<file path="config.mk">
export PLATFORM = sky130hd
export DESIGN_NAME = integer_ratio_pcm_resampler_unit_flat
export DESIGN_NICKNAME = d
export VERILOG_FILES = /design/src/hdl/irpr_pkg.sv /design/src/hdl/irpr_in_if.sv /design/src/hdl/irpr_out_if.sv /design/src/hdl/irpr_div.sv /design/src/hdl/integer_ratio_pcm_resampler_unit.sv /design/src/flat_wrapper.sv
export SDC_FILE = /design/constraint.sdc
export NUM_CORES = 1
export LEC_CHECK = 0
export BUFFER_PORTS_ARGS = -buffer_cell sky130_fd_sc_hd__buf_4
export CORE_MARGIN = 2
export CORE_UTILIZATION = 57
export CTS_CLUSTER_SIZE = 12
export DETAILED_ROUTE_END_ITERATION = 8
export GPL_TIMING_DRIVEN = 0
export PLACE_DENSITY = 0.77
export SLEW_MARGIN = 20
export SYNTH_ARGS = -nofsm -noshare
export SYNTH_HDL_FRONTEND = slang
export SYNTH_SLANG_ARGS = --single-unit
</file>
<file path="constraint.sdc">
create_clock -name i_clk -period 6.2 [get_ports i_clk]
set_input_delay 0.62 -clock i_clk [delete_from_list [all_inputs] [get_ports i_clk]]
set_output_delay 0.62 -clock i_clk [all_outputs]
set_load 0.005 [all_outputs]
</file>
<file path="src/hdl/irpr_pkg.sv">
// ----------------------------------------------------------------------------
// irpr_pkg
// Shared types and constants of the integer ratio PCM resampler.
// ----------------------------------------------------------------------------
package irpr_pkg;

    localparam int MAX_RATIO = 8;
    localparam int SMP_W     = 16;
    localparam int NUM_W     = 20;
    localparam int RAT_W     = 4;
    localparam int CFG_W     = 4;

    localparam logic CFG_RATIO = 1'b0;
    localparam logic CFG_MODE  = 1'b1;

    localparam logic [RAT_W-1:0] RATIO_RST = RAT_W'(2);
    localparam logic [RAT_W-1:0] RATIO_MAX = RAT_W'(MAX_RATIO);

    typedef logic signed [SMP_W-1:0] t_smp;
    typedef logic signed [NUM_W-1:0] t_num;
    typedef logic [RAT_W-1:0]        t_rat;

    typedef struct packed {
        logic start;
        t_num numer;
        t_rat dvsr;
    } t_div_req;

    typedef struct packed {
        logic done;
        t_smp quot;
    } t_div_rsp;

endpackage

</file>
<file path="src/hdl/irpr_in_if.sv">
// ----------------------------------------------------------------------------
// irpr_in_if
// Input item channel: one PCM sample and its block end flag.
// ----------------------------------------------------------------------------
interface irpr_in_if;
    logic               valid;
    logic               ready;
    logic signed [15:0] sample;
    logic               block_end;

    modport source (output valid, output sample, output block_end, input ready);
    modport sink   (input valid, input sample, input block_end, output ready);
endinterface

</file>
<file path="src/hdl/irpr_out_if.sv">
// ----------------------------------------------------------------------------
// irpr_out_if
// Result item channel: one resampled PCM sample and its last flag.
// ----------------------------------------------------------------------------
interface irpr_out_if;
    logic               valid;
    logic               ready;
    logic signed [15:0] out_sample;
    logic               run_last;

    modport source (output valid, output out_sample, output run_last, input ready);
    modport sink   (input valid, input out_sample, input run_last, output ready);
endinterface

</file>
<file path="src/hdl/irpr_div.sv">
// ----------------------------------------------------------------------------
// irpr_div
// Iterative signed divider, four quotient bits per cycle, truncates toward
// zero. Divisor range 1..8, quotient taken to 16 bits.
// ----------------------------------------------------------------------------
module irpr_div (
    input  logic              i_clk,
    input  logic              i_rst_n,
    input  irpr_pkg::t_div_req i_req,
    output irpr_pkg::t_div_rsp o_rsp
);
    import irpr_pkg::*;

    localparam int STEPS  = 4;
    localparam int ROUNDS = NUM_W / STEPS;
    localparam int CNT_W  = $clog2(ROUNDS);
    localparam int REM_W  = RAT_W + 1;

    logic [NUM_W-1:0] r_mag, n_mag;
    logic [REM_W-1:0] r_rem, n_rem;
    logic [CNT_W-1:0] r_cnt;
    t_rat             r_dvsr;
    logic             r_neg;
    logic             r_busy;
    logic             r_done;
    logic [NUM_W-1:0] w_quot;

    always_comb begin
        n_mag = r_mag;
        n_rem = r_rem;
        for (int i = 0; i < STEPS; i++) begin
            n_rem = {n_rem[REM_W-2:0], n_mag[NUM_W-1]};
            n_mag = {n_mag[NUM_W-2:0], 1'b0};
            if (n_rem >= {1'b0, r_dvsr}) begin
                n_rem    = n_rem - {1'b0, r_dvsr};
                n_mag[0] = 1'b1;
            end
        end
    end

    always_ff @(posedge i_clk) begin
        if (!i_rst_n) begin
            r_busy <= 1'b0;
            r_done <= 1'b0;
            r_cnt  <= '0;
        end else begin
            r_done <= 1'b0;
            if (i_req.start) begin
                r_busy <= 1'b1;
                r_cnt  <= '0;
            end else if (r_busy) begin
                r_cnt <= r_cnt + CNT_W'(1);
                if (r_cnt == CNT_W'(ROUNDS - 1)) begin
                    r_busy <= 1'b0;
                    r_done <= 1'b1;
                end
            end
        end
    end

    always_ff @(posedge i_clk) begin
        if (i_req.start) begin
            r_mag  <= i_req.numer[NUM_W-1] ? NUM_W'(-i_req.numer) : NUM_W'(i_req.numer);
            r_neg  <= i_req.numer[NUM_W-1];
            r_rem  <= '0;
            r_dvsr <= i_req.dvsr;
        end else if (r_busy) begin
            r_mag <= n_mag;
            r_rem <= n_rem;
        end
    end

    assign w_quot     = r_neg ? (~r_mag + NUM_W'(1)) : r_mag;
    assign o_rsp.done = r_done;
    assign o_rsp.quot = w_quot[SMP_W-1:0];

endmodule

</file>
<file path="src/hdl/integer_ratio_pcm_resampler_unit.sv">
// ----------------------------------------------------------------------------
// integer_ratio_pcm_resampler_unit
// Resamples signed 16-bit PCM by an integer ratio N, interpolating up or
// averaging down, with one shared iterative divider under a small sequencer.
// ----------------------------------------------------------------------------
// The block takes one input item at a time and is not ready until every
// result of that item has gone into the output register. Each result that
// needs a division passes through these steps in order: start the divider,
// let it run over the 20-bit numerator at four quotient bits a cycle, take
// the quotient and load the output register. An up mode item with a
// previous sample needs N divisions, and a block end adds N repeats of the
// sample; a down mode item needs a division only when it closes a group.
// A stalled output holds the block. Ratio 0 acts as 1 and ratios above
// eight act as eight.
// ----------------------------------------------------------------------------
module integer_ratio_pcm_resampler_unit (
    input  logic                       i_clk,
    input  logic                       i_rst_n,
    input  logic                       i_cfg_we,
    input  logic                       i_cfg_idx,
    input  logic [irpr_pkg::CFG_W-1:0] i_cfg_data,
    irpr_in_if.sink                    i_in,
    irpr_out_if.source                 o_out
);
    import irpr_pkg::*;

    typedef enum logic [3:0] {
        S_IDLE = 4'b0001,
        S_DIV  = 4'b0010,
        S_EMIT = 4'b0100,
        S_REP  = 4'b1000
    } t_state;

    t_state           r_state;
    t_rat             r_ratio;
    logic             r_up_mode;
    t_smp             r_prev;
    logic             r_have_prev;
    t_num             r_gsum;
    t_rat             r_gcnt;

    t_rat             r_n;
    t_rat             r_c;
    t_rat             r_dvsr;
    t_num             r_num;
    logic signed [SMP_W:0] r_delta;
    t_smp             r_x1;
    t_smp             r_q;
    logic             r_rep;
    logic             r_dstart;

    logic             r_ovalid;
    t_smp             r_osample;
    logic             r_olast;

    t_rat             w_n;
    t_num             w_sum;
    t_rat             w_cnt;
    logic             w_accept;
    logic             w_free;
    logic             w_final;
    logic             w_dstart;
    logic             w_load;
    t_div_req         w_req;
    t_div_rsp         w_rsp;

    assign w_n = (r_ratio == '0) ? RAT_W'(1) :
                 (r_ratio > RATIO_MAX) ? RATIO_MAX : r_ratio;
    assign w_sum    = r_gsum + NUM_W'(i_in.sample);
    assign w_cnt    = r_gcnt + RAT_W'(1);
    assign w_accept = i_in.valid && (r_state == S_IDLE);
    assign w_free   = !r_ovalid || o_out.ready;
    assign w_final  = (r_c == r_n - RAT_W'(1));
    assign w_dstart = (w_accept && (r_up_mode ? r_have_prev : (w_cnt >= w_n))) ||
                      ((r_state == S_EMIT) && w_free && !w_final);
    assign w_load   = ((r_state == S_EMIT) || (r_state == S_REP)) && w_free;

    assign i_in.ready = (r_state == S_IDLE);

    assign w_req.start = r_dstart;
    assign w_req.numer = r_num;
    assign w_req.dvsr  = r_dvsr;

    irpr_div u_div (
        .i_clk   (i_clk),
        .i_rst_n (i_rst_n),
        .i_req   (w_req),
        .o_rsp   (w_rsp)
    );

    always_ff @(posedge i_clk) begin
        if (!i_rst_n) begin
            r_ratio   <= RATIO_RST;
            r_up_mode <= 1'b1;
        end else if (i_cfg_we) begin
            case (i_cfg_idx)
                CFG_RATIO: r_ratio   <= i_cfg_data[RAT_W-1:0];
                CFG_MODE:  r_up_mode <= i_cfg_data[0];
                default:   r_ratio   <= r_ratio;
            endcase
        end
    end

    always_ff @(posedge i_clk) begin
        if (!i_rst_n) begin
            r_state     <= S_IDLE;
            r_prev      <= '0;
            r_have_prev <= 1'b0;
            r_gsum      <= '0;
            r_gcnt      <= '0;
            r_dstart    <= 1'b0;
            r_ovalid    <= 1'b0;
        end else begin
            r_dstart <= w_dstart;
            if (w_load) begin
                r_ovalid <= 1'b1;
            end else if (o_out.ready) begin
                r_ovalid <= 1'b0;
            end
            case (r_state)
                S_IDLE: begin
                    if (w_accept) begin
                        r_n  <= w_n;
                        r_x1 <= i_in.sample;
                        if (r_up_mode) begin
                            r_rep       <= i_in.block_end;
                            r_c         <= '0;
                            r_prev      <= i_in.sample;
                            r_have_prev <= !i_in.block_end;
                            r_num       <= NUM_W'(r_prev) * NUM_W'(w_n);
                            r_delta     <= (SMP_W+1)'(i_in.sample) - (SMP_W+1)'(r_prev);
                            r_dvsr      <= w_n;
                            if (r_have_prev) begin
                                r_state <= S_DIV;
                            end else if (i_in.block_end) begin
                                r_state <= S_REP;
                            end
                        end else begin
                            r_num  <= w_sum;
                            r_dvsr <= w_cnt;
                            r_rep  <= 1'b0;
                            r_c    <= w_n - RAT_W'(1);
                            if (w_cnt >= w_n || i_in.block_end) begin
                                r_gsum <= '0;
                                r_gcnt <= '0;
                            end else begin
                                r_gsum <= w_sum;
                                r_gcnt <= w_cnt;
                            end
                            if (w_cnt >= w_n) begin
                                r_state <= S_DIV;
                            end
                        end
                    end
                end
                S_DIV: begin
                    if (w_rsp.done) begin
                        r_q     <= w_rsp.quot;
                        r_state <= S_EMIT;
                    end
                end
                S_EMIT: begin
                    if (w_free) begin
                        r_osample <= r_q;
                        r_olast   <= w_final && !r_rep;
                        if (w_final) begin
                            r_c     <= '0;
                            r_state <= r_rep ? S_REP : S_IDLE;
                        end else begin
                            r_c     <= r_c + RAT_W'(1);
                            r_num   <= r_num + NUM_W'(r_delta);
                            r_state <= S_DIV;
                        end
                    end
                end
                S_REP: begin
                    if (w_free) begin
                        r_osample <= r_x1;
                        r_olast   <= w_final;
                        if (w_final) begin
                            r_state <= S_IDLE;
                        end else begin
                            r_c <= r_c + RAT_W'(1);
                        end
                    end
                end
                default: begin
                    r_state <= S_IDLE;
                end
            endcase
        end
    end

    assign o_out.valid      = r_ovalid;
    assign o_out.out_sample = r_osample;
    assign o_out.run_last   = r_olast;

endmodule

</file>
<file path="src/flat_wrapper.sv">
// flat-port wrapper written by rule: the top's interface ports become plain ports
module integer_ratio_pcm_resampler_unit_flat import irpr_pkg::*;
  (i_clk, i_rst_n, i_cfg_we, i_cfg_idx, i_cfg_data, i_in_valid, i_in_sample, i_in_block_end, i_in_ready, o_out_valid, o_out_out_sample, o_out_run_last, o_out_ready);
  irpr_in_if i_in_i ();
  irpr_out_if o_out_i ();
  input  logic i_clk;
  input  logic i_rst_n;
  input  logic i_cfg_we;
  input  logic i_cfg_idx;
  input  logic [irpr_pkg::CFG_W-1:0] i_cfg_data;
  input wire logic [$bits(i_in_i.valid)-1:0] i_in_valid;
  input wire logic [$bits(i_in_i.sample)-1:0] i_in_sample;
  input wire logic [$bits(i_in_i.block_end)-1:0] i_in_block_end;
  output wire logic [$bits(i_in_i.ready)-1:0] i_in_ready;
  output wire logic [$bits(o_out_i.valid)-1:0] o_out_valid;
  output wire logic [$bits(o_out_i.out_sample)-1:0] o_out_out_sample;
  output wire logic [$bits(o_out_i.run_last)-1:0] o_out_run_last;
  input wire logic [$bits(o_out_i.ready)-1:0] o_out_ready;
  assign i_in_i.valid = i_in_valid;
  assign i_in_i.sample = i_in_sample;
  assign i_in_i.block_end = i_in_block_end;
  assign i_in_ready = i_in_i.ready;
  assign o_out_valid = o_out_i.valid;
  assign o_out_out_sample = o_out_i.out_sample;
  assign o_out_run_last = o_out_i.run_last;
  assign o_out_i.ready = o_out_ready;
  integer_ratio_pcm_resampler_unit u_core (.i_clk(i_clk), .i_rst_n(i_rst_n), .i_cfg_we(i_cfg_we), .i_cfg_idx(i_cfg_idx), .i_cfg_data(i_cfg_data), .i_in(i_in_i), .o_out(o_out_i));
endmodule
</file>
==> out/summary.txt, run 1 <==
Final min period - 6.10 ns
# diodes - 0
Layout cells sized above 1 - 11.4%
Initial core utilization - 58.1%
Detail Route Antenna Nets - 0
Final instance area - 14900 um^2
First-pass GRT wire length - 52700 um
Post-synth EDFFs - 124
Leakage - 6.07 nW
R2R cell count - 26
Initial antenna violation count - 1
Synth Area per Inst - 9.54 um^2
Final core utilization - 65.4%
CP max FO - 6
GRT Total Usage - 28.0%
# setup viols final - 0
Dpl hpwl - 25700 um
Hold path depth - 3
GR Overflow Total - 0
WHS - 0.387 ns
Skew-Pair Late Insertion Delay - 0.45 ns
Setup Crit Path Kind - reg -> reg
Sequential element share of the synthesized area - 37.4%
Ys Warns - 0
Critical Path End Type - flop
Post-Place Cells - 1716
P&R area growth vs syn - 12.5%
Startpoint Class - flop
Worst-margin pin slew - 0.960 ns
Clk buf depth - 2
Post-synth ARST share - 0%
Root Driver - clkbuf_16
Synth Instances - 1384
Wire length per cell - 18.8 um
Ys flop type - edfxtp_1
Clock-pin slew on the worst setup and hold paths - 0.08 ns
Net count, final - 1638
Rel. slew slack - 35.4%
Final hold viol count - 0
Critical Path AT - 6.48 ns
Die Width - 156 um
Core Region - 22700 um^2
Reg2Reg Capture Point - u_core.u_div.r_rem[2]
Worst r2r src - u_core.u_div.r_dvsr[1]
Final Max Tran Viols - 0
Pin count of the biggest net entering global routing - 26
Min-delay src - i_cfg_data[1]
Top Ports - 46
VDD IR max - 0.000428 V
Cell Pwr Density - 400 nW/um^2
Port buffer count - 44
DRT Wirelength - 33200 um
Vias in the first global route - 10100
Hold path endpoint - u_core.r_ratio[1]
Sink Count - 185
RSZ-0062 raised after global routing - yes
Yosys reg bits - 185
Syn nets - 1553
Peak Freq - 164 MHz
Distinct cells, synth - 75
Final Skew - 0.0164 ns
Die area - 24400 um^2
HP Class - in -> reg
Total number of vias - 10700
TritonCTS buffer count - 17
Outcome - complete, no violations
Die height - 156 um
Crit path required time - 6.58 ns
Reported max-cap violation count - 0
Rows - 55
Vias per cell - 6.04
Synth Cell Area - 13200 um^2
Layout Cells excl Fill - 1767
DR iter-0 viols - 832
FF-to-FF setup slack - 0.1 ns
Drt drc - 0
# hold bufs at CTS - 0
Final Wtd Congestion - 0.996
CTS tree - built
H-tree depth - 4
DR pass1 iterations - 7
Final Cycle Share - 98.4%
Cell Area, Placed - 14100 um^2
## power breakdown
| part | switching, mW | leakage, nW | internal (mW) | total (mW) |
|---|---|---|---|---|
| Clock | 0.522 | 0.286 | 0.609 | 1.13 |
| Sequential | 0.163 | 1.64 | 1.59 | 1.75 |
| Combinational | 1.64 | 4.15 | 1.42 | 3.06 |
## worst max path at each step
| stage | start | end | slack [ns] | cells past startpoint |
|---|---|---|---|---|
| 2_1_floorplan | u_core.u_div.r_dvsr[1] | u_core.u_div.r_rem[2] | -0.02 | 29 |
| 3_3_place_gp | u_core.u_div.r_dvsr[1] | u_core.u_div.r_rem[2] | -0.60 | 29 |
| 3_5_place_dp | u_core.u_div.r_dvsr[1] | u_core.u_div.r_rem[2] | -0.67 | 29 |
| 4_1_cts | u_core.u_div.r_dvsr[1] | u_core.u_div.r_rem[2] | 0.007 | 26 |
| 5_1_grt | u_core.u_div.r_dvsr[1] | u_core.u_div.r_rem[2] | -0.15 | 27 |
| 6_report | u_core.u_div.r_dvsr[1] | u_core.u_div.r_rem[2] | 0.1 | 26 |
## per-stage QoR
step           setup WS (ns)  setup TNS [ns]  power (mW)
6_report              0.0996               0        5.95
5_1_grt               -0.151          -0.578        6.29
4_1_cts              0.00721               0        5.63
3_5_place_dp          -0.666           -2.79        4.35
3_3_place_gp          -0.597           -2.39        4.26
2_1_floorplan        -0.0223         -0.0223        3.74
## Yosys cell counts, types with 5 or more instances
cell | number | area [um^2]
o21bai_1 | 5 | 37.5
nand2_1 | 149 | 559
a21boi_0 | 25 | 188
and3_1 | 9 | 56.3
nor3_1 | 22 | 110
buf_1 | 6 | 22.5
nand3b_1 | 6 | 45.0
o41ai_1 | 6 | 52.6
o31ai_1 | 15 | 113
clkbuf_1 | 36 | 135
xor2_1 | 34 | 298
o21ai_0 | 63 | 315
xnor2_1 | 70 | 613
inv_1 | 102 | 383
ha_1 | 102 | 1280
o211ai_1 | 7 | 52.6
nor2b_1 | 42 | 263
and2_1 | 5 | 31.3
or2_2 | 5 | 31.3
nand4_1 | 9 | 56.3
fa_1 | 40 | 801
a211oi_1 | 17 | 128
o21a_1 | 11 | 82.6
a22oi_1 | 21 | 158
mux2_2 | 21 | 236
nand3_1 | 29 | 145
nand2b_1 | 14 | 87.6
edfxtp_1 | 124 | 3720
nor2_1 | 120 | 450
dfxtp_1 | 61 | 1220
or4_1 | 6 | 45.0
mux2i_1 | 19 | 190
a31oi_1 | 6 | 37.5
a21oi_1 | 83 | 415
a21o_1 | 31 | 233
## critical path, cell delays in order (launching register included)
cell	delay (ns)
edfxtp_1	0.44
inv_4	0.11
ha_4	0.20
nor2b_4	0.12
o21a_1	0.21
o21a_2	0.26
nor2_4	0.14
mux2_4	0.34
ha_4	0.23
a21o_1	0.18
a221oi_4	0.29
mux2_4	0.36
inv_2	0.07
ha_4	0.19
o21ai_1	0.06
or2b_4	0.27
a21o_4	0.21
a221oi_4	0.32
buf_6	0.17
mux2i_2	0.25
ha_1	0.29
a21o_1	0.20
a21o_2	0.22
a211oi_4	0.20
mux2i_4	0.13
or4b_1	0.51
nand2_1	0.07
## cells in the final DEF, fill, tap and decap left out, drive strengths merged, types with 53 or more instances in the layout
master,netlist,layout
nor2,120,120
xnor2,70,70
ha,102,102
inv,103,111
edfxtp,124,124
nand2,149,149
clkbuf,36,53
o21ai,63,63
buf,7,73
a21oi,83,83
dfxtp,61,61
## metal layers
layer	vias to the layer above	GRT usage [%]	share of wire, %
met1	5110	36.8	42
met2	396	47.7	48
met4	2	8.21	2.3
met3	68	4.94	7.3
li1	5099	-	-
met5	-	0	0.051
## sequential cells by signal, summed over array words and instances, names as in the netlist, 16 cells and up
register                 flops
u_core.r_prev               16
u_core.r_x1                 16
u_core.o_out.out_sample     16
u_core.r_gsum               20
u_core.r_delta              17
u_core.r_num                20
u_core.r_q                  16
u_core.u_div.r_mag          20
## repair_timing
item	CTS	global route
setup buffers	8	11
endpoints found under the setup margin	5	5
gates resized for setup	2	11
pin swaps	2	14
gates cloned	0	0
## cells by family (layout without fill, tap and decap cells)
| logic type | after synthesis | after routing | share of synthesized area [%] |
|---|---|---|---|
| multiplexers | 40 | 40 | 3.23 |
| AND/OR/NAND/NOR | 439 | 439 | 15.8 |
| adder cells (fa/ha/maj) | 142 | 142 | 15.7 |
| flip-flops | 185 | 185 | 37.4 |
| XOR/XNOR | 105 | 105 | 7.07 |
| buffers and inverters | 146 | 244 | 4.16 |
| AO/OA/AOI/OAI | 327 | 327 | 16.5 |
## layout make-up
cell class,count,area [um^2]
plain buffers,43,163
clock buffers,17,425
clock inverters,15,175
fillers,1827,7850
inverters,103,389
multi-input cells,1053,7900
flip-flops and latches,185,4940
well taps,285,357
repair buffers,66,504
No activity file was read; power rests on OpenSTA's default activity.
==> run 2, diff against run 1 <==
--- a/config.mk
+++ b/config.mk
@@ -7,12 +7,15 @@
 export LEC_CHECK = 0
 export BUFFER_PORTS_ARGS = -buffer_cell sky130_fd_sc_hd__buf_4
 export CORE_MARGIN = 2
-export CORE_UTILIZATION = 57
+export CORE_UTILIZATION = 58
+export CTS_CLUSTER_DIAMETER = 30
 export CTS_CLUSTER_SIZE = 12
 export DETAILED_ROUTE_END_ITERATION = 8
 export GPL_TIMING_DRIVEN = 0
-export PLACE_DENSITY = 0.77
+export PLACE_DENSITY = 0.78
+export SKIP_LAST_GASP = 1
 export SLEW_MARGIN = 20
 export SYNTH_ARGS = -nofsm -noshare
 export SYNTH_HDL_FRONTEND = slang
+export SYNTH_HIERARCHICAL = 1
 export SYNTH_SLANG_ARGS = --single-unit
==> run 2 against run 1 <==
  * Non-clock buffer count rose by 1
  * Clock power fell by 6%
  * Highest routed layer is now met4
  * Core utilization rose by 0.69 points
  * Sequential power barely moved
  * Register-to-register slack got worse by 0.08 ns
  * Synthesized area rose by 1.1%
  * Global-route usage rose by 0.88 points
  * Die area fell by 0.64%
  * Largest power group unchanged
  * Count of clock-buffer cells in the layout rose by 2
  * Fmax fell by 1.3%
==> out/summary.txt, run 2 <==
Cell with the most instances after synthesis - nor2_1
M1 GR Usage - 38.0% (+1.2 points)
Distinct cells, synth - 86 (+15%)
Biggest area consumer among synthesized cells - edfxtp_1
Final Wtd Congestion - 0.967 (-3.0%)
Die Width - 156 um (-0.32%)
Yosys reg bits - 185 (unchanged)
Reported max-cap violation count - 0 (unchanged)
Initial antenna violation count - 0 (-1)
First-pass GRT wire length - 53700 um (+1.9%)
Slowest CP cell - edfxtp_1
Commonest non-fill, non-tap cell in the layout - nor2_1
H-tree depth - 4 (unchanged)
Critical Path AT - 6.55 ns (+0.07 ns)
Clock-pin slew on the worst setup and hold paths - 0.07 ns (about the same)
Final min period - 6.18 ns (+0.0825 ns)
Detail Route Antenna Nets - 0 (unchanged)
Sink Count - 185 (unchanged)
Vias per cell - 6.08 (+0.57%)
Commonest cells post-synth - 126 x nor2_1, 124 x edfxtp_1, 124 x inv_1
P&R area growth vs syn - 12.1%
Slowest stage delay, CP - 0.44 ns (-0.07 ns)
Synth Area per Inst - 9.62 um^2 (+0.80%)
Post-synth EDFFs - 124 (unchanged)
Setup Crit Path Kind - reg -> reg
HP Class - in -> reg
Final Max Tran Viols - 0 (unchanged)
Ys flop type - edfxtp_1
Startpoint Class - flop
Top Ports - 46 (unchanged)
Net count, final - 1639 (+0.061%)
VDD IR max - 0.000421 V (-1.6%)
Root Driver - clkbuf_16
Leading post-synthesis cells by cell area - edfxtp_1 28%, ha_1 9.6%, dfxtp_1 9.1%, fa_1 6.0%, xnor2_1 4.1%
Total number of vias - 10700 (+0.63%)
Final hold viol count - 0 (unchanged)
# diodes - 0 (unchanged)
Ys Warns - 6 (+6)
DRT Wirelength - 35400 um (+6.4%)
Crit path required time - 6.57 ns (about the same)
Synth Instances - 1388 (+0.29%)
Post-synth ARST share - 0% (unchanged)
Leakage - 6.21 nW (+2.4%)
Setup_tns - 0 ns (unchanged)
Vias in the first global route - 10100 (-0.61%)
Final Skew - 0.0122 ns (-0.00425 ns)
Met3 usage - 4.78% (-0.17 points)
Core Region - 22600 um^2 (-0.30%)
Layout cells sized above 1 - 10.7% (-0.75 points)
Final Cycle Share - 99.7% (+1.3 points)
Cell Pwr Density - 410 nW/um^2 (+2.4%)
Dpl hpwl - 26700 um (+3.8%)
Biggest regs - u_core/r_gsum x20, u_core/r_num x20, u_core/u_div/r_mag x20
Synth Cell Area - 13300 um^2 (+1.1%)
Pre-CTS WS - -0.912 ns (-0.246 ns)
DR pass1 iterations - 6 (-1)
CTS tree - built
Peak Freq - 162 MHz (-1.3%)
Pin count of the biggest net entering global routing - 26 (unchanged)
GRT met2 Usage - 47.8% (+0.13 points)
Layout Cells excl Fill - 1768 (+0.057%)
Outcome - complete, no violations
TritonCTS buffer count - 17 (unchanged)
Most used cell, CP - mux2i_4
Drt drc - 0 (unchanged)
GR Overflow Total - 0 (unchanged)
Final WS setup - 0.0171 ns (-0.0825 ns)
DR iter-0 viols - 1085 (+30%)
Skew-Pair Late Insertion Delay - 0.45 ns (about the same)
Rows - 55 (unchanged)
Post-synth top area share - 27.9% (-0.30 points)
Post-Place Cells - 1719 (+0.17%)
Port buffer count - 45 (+2.3%)
Die area - 24200 um^2 (-0.64%)
Wire length per cell - 20.0 um (+6.4%)
Die height - 156 um (-0.32%)
Rel. slew slack - 26.6% (-8.8 points)
Most frequent cells in the layout - 125 x nor2_1, 124 x edfxtp_1, 121 x inv_1
Most used routing layer - met2
Initial core utilization - 59.0% (+0.81 points)
Critical Path End Type - flop
CP max FO - 5 (-1)
Worst-margin pin slew - 1.10 ns (+0.137 ns)
Syn nets - 1557 (+0.26%)
Sequential element share of the synthesized area - 37.0% (-0.40 points)
GRT Total Usage - 28.9% (+0.88 points)
Clk buf depth - 2 (unchanged)
# setup viols final - 0 (unchanged)
Final core utilization - 66.1% (+0.69 points)
-- run 2: cell count changes in the layout (fill, tap and decap cells not counted), moves of 12 or more --
| cell | change |
|---|---|
| nand2_1 | -36 |
| inv_1 | +23 |
| o21ai_0 | -19 |
| mux2_2 | -16 |
| mux2_1 | +15 |
| xor2_1 | +14 |
| nand2b_1 | +12 |
-- run 2: cells by family (layout without fill, tap and decap cells) --
group | Yosys count | count (layout) | synth area share [%]
buf+inv | 172 | 267 | 4.96
flops | 185 | 185 | 37.0
mux | 47 | 47 | 3.90
simple gates | 417 | 417 | 15.3
compound gates | 314 | 314 | 15.9
xor+xnor | 111 | 111 | 7.28
fa+ha+maj | 142 | 142 | 15.6
-- run 2: path summary, 6_finish.rpt --
path,cells past startpoint,start,slack [ns],endpoint
min,3,i_cfg_data[1],0.39,u_core/r_ratio[1]
max,26,u_core/u_div/r_dvsr[2],0.02,u_core/u_div/r_rem[0]
max reg2reg,26,u_core/u_div/r_dvsr[2],0.02,u_core/u_div/r_rem[0]
min reg2reg,0,u_core/r_dvsr[2],0.42,u_core/u_div/r_dvsr[2]
-- run 2: critical path, delay by kind of cell (launching register included) --
kind / cells / cell delay [ns]
buffers and inverters: 3 / 0.33
multiplexers: 6 / 1.68
AO/OA/AOI/OAI: 12 / 2.29
AND/OR/NAND/NOR: 1 / 0.27
adder cells (fa/ha/maj): 4 / 1.09
flip-flops: 1 / 0.44
-- run 2: per-layer routing --
metal  wire length [um]  share of wire [%]
met5                  0                  0
met4               1300                3.7
met3               2500                7.1
met2              17000                 48
met1              14600                 41
-- run 2: final cells by class --
type,count,area (um^2)
Multi-Input combinational cell,1031,7950
Fill cell,1730,7670
Sequential cell,185,4940
Timing Repair Buffer,63,497
Inverter,125,472
Clock buffer,19,443
Tap cell,285,357
Buffer,47,193
Clock inverter,13,111
-- run 2: report_power, final --
part           leakage [nW]  internal (mW)  switching [mW]
Sequential             1.64           1.57           0.158
Combinational          4.31           1.58            1.78
Clock                 0.269          0.535           0.520
Total                  6.21           3.68            2.45
-- run 2: timing repair --
action,in CTS,in global routing
hold buffers,0,0
pin swaps,3,9
setup endpoints to repair,5,5
buffers inserted,8,9
resized for setup,18,23
-- run 2: through the flow --
step                      cell area [um^2]  hold WS [ns]  total power, mW
after floorplan                      13300         0.400             3.77
after global placement               14000         0.405             4.28
after detailed placement             14100         0.409             4.38
after CTS                            14800         0.379             5.76
after global routing                 15000         0.410             6.48
final                                15000         0.393             6.14
==> run 3, diff against run 2 <==
--- a/config.mk
+++ b/config.mk
@@ -5,14 +5,15 @@
 export SDC_FILE = /design/constraint.sdc
 export NUM_CORES = 1
 export LEC_CHECK = 0
+export ABC_AREA = 1
 export BUFFER_PORTS_ARGS = -buffer_cell sky130_fd_sc_hd__buf_4
 export CORE_MARGIN = 2
-export CORE_UTILIZATION = 58
+export CORE_UTILIZATION = 60
 export CTS_CLUSTER_DIAMETER = 30
 export CTS_CLUSTER_SIZE = 12
 export DETAILED_ROUTE_END_ITERATION = 8
 export GPL_TIMING_DRIVEN = 0
-export PLACE_DENSITY = 0.78
+export PLACE_DENSITY = 0.77
 export SKIP_LAST_GASP = 1
 export SLEW_MARGIN = 20
 export SYNTH_ARGS = -nofsm -noshare
==> constraint.sdc (replaced) <==
create_clock -name i_clk -period 7 [get_ports i_clk]
set_input_delay 0.7 -clock i_clk [delete_from_list [all_inputs] [get_ports i_clk]]
set_output_delay 0.7 -clock i_clk [all_outputs]
set_load 0.005 [all_outputs]
==> run 3 against run 2 <==
  * Power fell by 18%
  * Core utilization is 0.72 points higher
  * Sequential power shrank 14%
  * Setup slack better by 0.90 ns
  * Final cell count up 30%
  * Critical path type unchanged
  * Critical endpoint is now u_core/u_div/r_mag[0]
  * Largest cell class unchanged
  * Largest power group unchanged
==> out/summary.txt, run 3 <==
Final min period - 6.08 ns (-0.102 ns)
Net count, final - 2127 (+30%)
Synth Area per Inst - 7.54 um^2 (-22%)
Ys flop type - edfxtp_1
Vias in the first global route - 12400 (+23%)
Peak Freq - 164 MHz (+1.7%)
Cell with the most instances after synthesis - nand2_1
Outcome - complete, no violations
Rows - 56 (+1.8%)
Sequential element share of the synthesized area - 34.7% (-2.4 points)
Most frequent cells in the layout - 512 x nand2_1, 273 x inv_1, 153 x nor2_1
HP Class - reg -> reg
Most used cell, CP - nand2_1
Synth Cell Area - 14300 um^2 (+6.8%)
TritonCTS buffer count - 17 (unchanged)
Distinct cells, synth - 55 (-36%)
Commonest cells post-synth - 512 x nand2_1, 273 x inv_1, 155 x nor2_1
Dpl hpwl - 31600 um (+18%)
Setup Crit Path Kind - reg -> reg
First-pass GRT wire length - 62500 um (+16%)
Reported max-cap violation count - 0 (unchanged)
Final Skew - 0.0148 ns (+0.00263 ns)
Slowest stage delay, CP - 0.45 ns (about the same)
Rel. slew slack - 36.2% (+9.7 points)
Syn nets - 2060 (+32%)
CP max FO - 7 (+2)
RSZ-0062 raised after global routing - no
CP startpoint - u_core/u_div/r_dvsr[1]
Final Cycle Share - 86.9% (-13 points)
GRT Total Usage - 32.5% (+3.6 points)
Post-synth ARST share - 0% (unchanged)
Final hold viol count - 0 (unchanged)
Initial core utilization - 60.9% (+2.0 points)
# hold bufs at CTS - 0 (unchanged)
Post-synth EDFFs - 124 (unchanged)
Crit path required time - 7.18 ns (+0.61 ns)
Detail Route Antenna Nets - 0 (unchanged)
Setup_tns - 0 ns (unchanged)
Critical Path End Type - flop
Core Region - 23400 um^2 (+3.4%)
R2R cell count - 38 (+46%)
Pin count of the biggest net entering global routing - 22 (-15%)
Final Wtd Congestion - 0.960 (-0.70%)
Biggest regs - u_core/r_gsum x20, u_core/r_num x20, u_core/u_div/r_mag x20
Initial antenna violation count - 4 (+4)
Worst r2r src - u_core/u_div/r_dvsr[1]
Biggest area consumer among synthesized cells - edfxtp_1
Final Max Tran Viols - 0 (unchanged)
Hold path endpoint - u_core/u_div/r_dvsr[3]
Leading post-synthesis cells by cell area - edfxtp_1 26%, nand2_1 13%, ha_1 9.0%, dfxtp_1 8.6%, inv_1 7.2%
Min-delay src - u_core/r_dvsr[3]
Total number of vias - 12800 (+19%)
Drt drc - 0 (unchanged)
Die height - 158 um (+1.6%)
Die area - 25000 um^2 (+3.2%)
FF-to-FF setup slack - 0.92 ns (+0.90 ns)
Die Width - 158 um (+1.6%)
Top Ports - 46 (unchanged)
H-tree depth - 4 (unchanged)
Post-synth top area share - 26.1% (-1.8 points)
Hold path depth - 0 (-3)
Wire length per cell - 17.1 um (-15%)
Clock-pin slew on the worst setup and hold paths - 0.08 ns (about the same)
CTS tree - built
Critical Path AT - 6.26 ns (-0.29 ns)
# setup viols final - 0 (unchanged)
Slowest CP cell - edfxtp_1
Startpoint Class - flop
DR iter-0 viols - 1094 (+0.83%)
GR Overflow Total - 0 (unchanged)
Clk buf depth - 2 (unchanged)
Reg2Reg Capture Point - u_core/u_div/r_mag[0]
DR pass1 iterations - 6 (unchanged)
Commonest non-fill, non-tap cell in the layout - nand2_1
Root Driver - clkbuf_16
Vias per cell - 5.57 (-8.2%)
Ys Warns - 6 (unchanged)
# resized after CTS - 0 (-18)
DRT Wirelength - 39100 um (+11%)
Fillers - 2058 (+19%)
Skew-Pair Late Insertion Delay - 0.45 ns (about the same)
# Post-CTS Setup Buffers - 0 (-8)
Cell Pwr Density - 320 nW/um^2 (-22%)
P&R area growth vs syn - 9.71%
VDD IR max - 0.000290 V (-31%)
Worst-margin pin slew - 0.956 ns (-0.142 ns)
Synth Instances - 1891 (+36%)
Sink Count - 185 (unchanged)
Leakage - 7.46 nW (+20%)
Port buffer count - 45 (unchanged)
WHS - 0.443 ns (+0.0494 ns)
Layout cells sized above 1 - 6.39% (-4.3 points)
Yosys reg bits - 185 (unchanged)
-- run 3: critical path, delay by kind of cell (launching register included) --
family                     cells  cell delay (ns)
buffers and inverters          6             0.76
adders and majority gates      4             1.24
AOI/OAI and AO/OA              6             1.12
and+or+nand+nor               22             2.23
DFF                            1             0.45
-- run 3: layout make-up --
class | count | area (um^2) | share of cell area, %
multi-input combinational | 1383 | 8080 | 51.7
sequential | 185 | 4940 | 31.6
inverter | 283 | 1060 | 6.81
clock buffer | 18 | 429 | 2.74
tap | 319 | 399 | 2.55
timing repair buffer | 48 | 364 | 2.33
buffer | 40 | 183 | 1.17
clock inverter | 14 | 174 | 1.11
antenna | 1 | 2.50 | 0.0160
-- run 3: worst max-delay path by stage --
| stage | end | slack (ns) | cells past startpoint |
|---|---|---|---|
| 2_1_floorplan | u_core/u_div/r_rem[1] | 1.78 | 39 |
| 3_3_place_gp | u_core/u_div/r_rem[1] | 1.17 | 40 |
| 3_5_place_dp | u_core/u_div/r_rem[1] | 1.0 | 40 |
| 4_1_cts | u_core/u_div/r_mag[0] | 0.97 | 38 |
| 5_1_grt | u_core/u_div/r_mag[0] | 0.32 | 38 |
| 6_report | u_core/u_div/r_mag[0] | 0.92 | 38 |
-- run 3: cell families (layout without fill, tap and decap cells) --
kind of cell | Yosys count | in the layout | synth area share, %
simple gates | 890 | 890 | 26.9
buf+inv | 323 | 403 | 8.75
compound gates | 276 | 276 | 10.5
flops | 185 | 185 | 34.7
fa+ha+maj | 142 | 142 | 14.6
xor+xnor | 75 | 75 | 4.61
other cells | 0 | 1 | 0
-- run 3: power breakdown --
group	switching, mW	total (mW)	internal, mW	leakage [nW]
Clock	0.497	0.983	0.486	0.287
Sequential	0.120	1.49	1.37	1.64
Combinational	1.65	2.53	0.883	5.53
-- run 3: per-layer routing --
metal	wire length (um)	up-vias	GRT usage (%)
met5	13	-	0
met4	2050	2	16.9
met3	3000	107	6.79
met2	17900	470	54.2
met1	16200	5879	39.9
li1	-	6314	-
-- run 3: stage by stage --
step                      power (mW)  utilization, %  cells  worst slack [ns]  instance area, um^2
after global placement          3.93            64.1   2255              1.17                15000
after floorplan                 3.39               -   1891              1.78                14300
after global routing            5.37            66.8   2290             0.323                15600
after CTS                       4.99            66.8   2290             0.967                15600
final                           5.01            66.8   2291             0.919                15600
after detailed placement        4.00            64.2   2258             0.999                15000
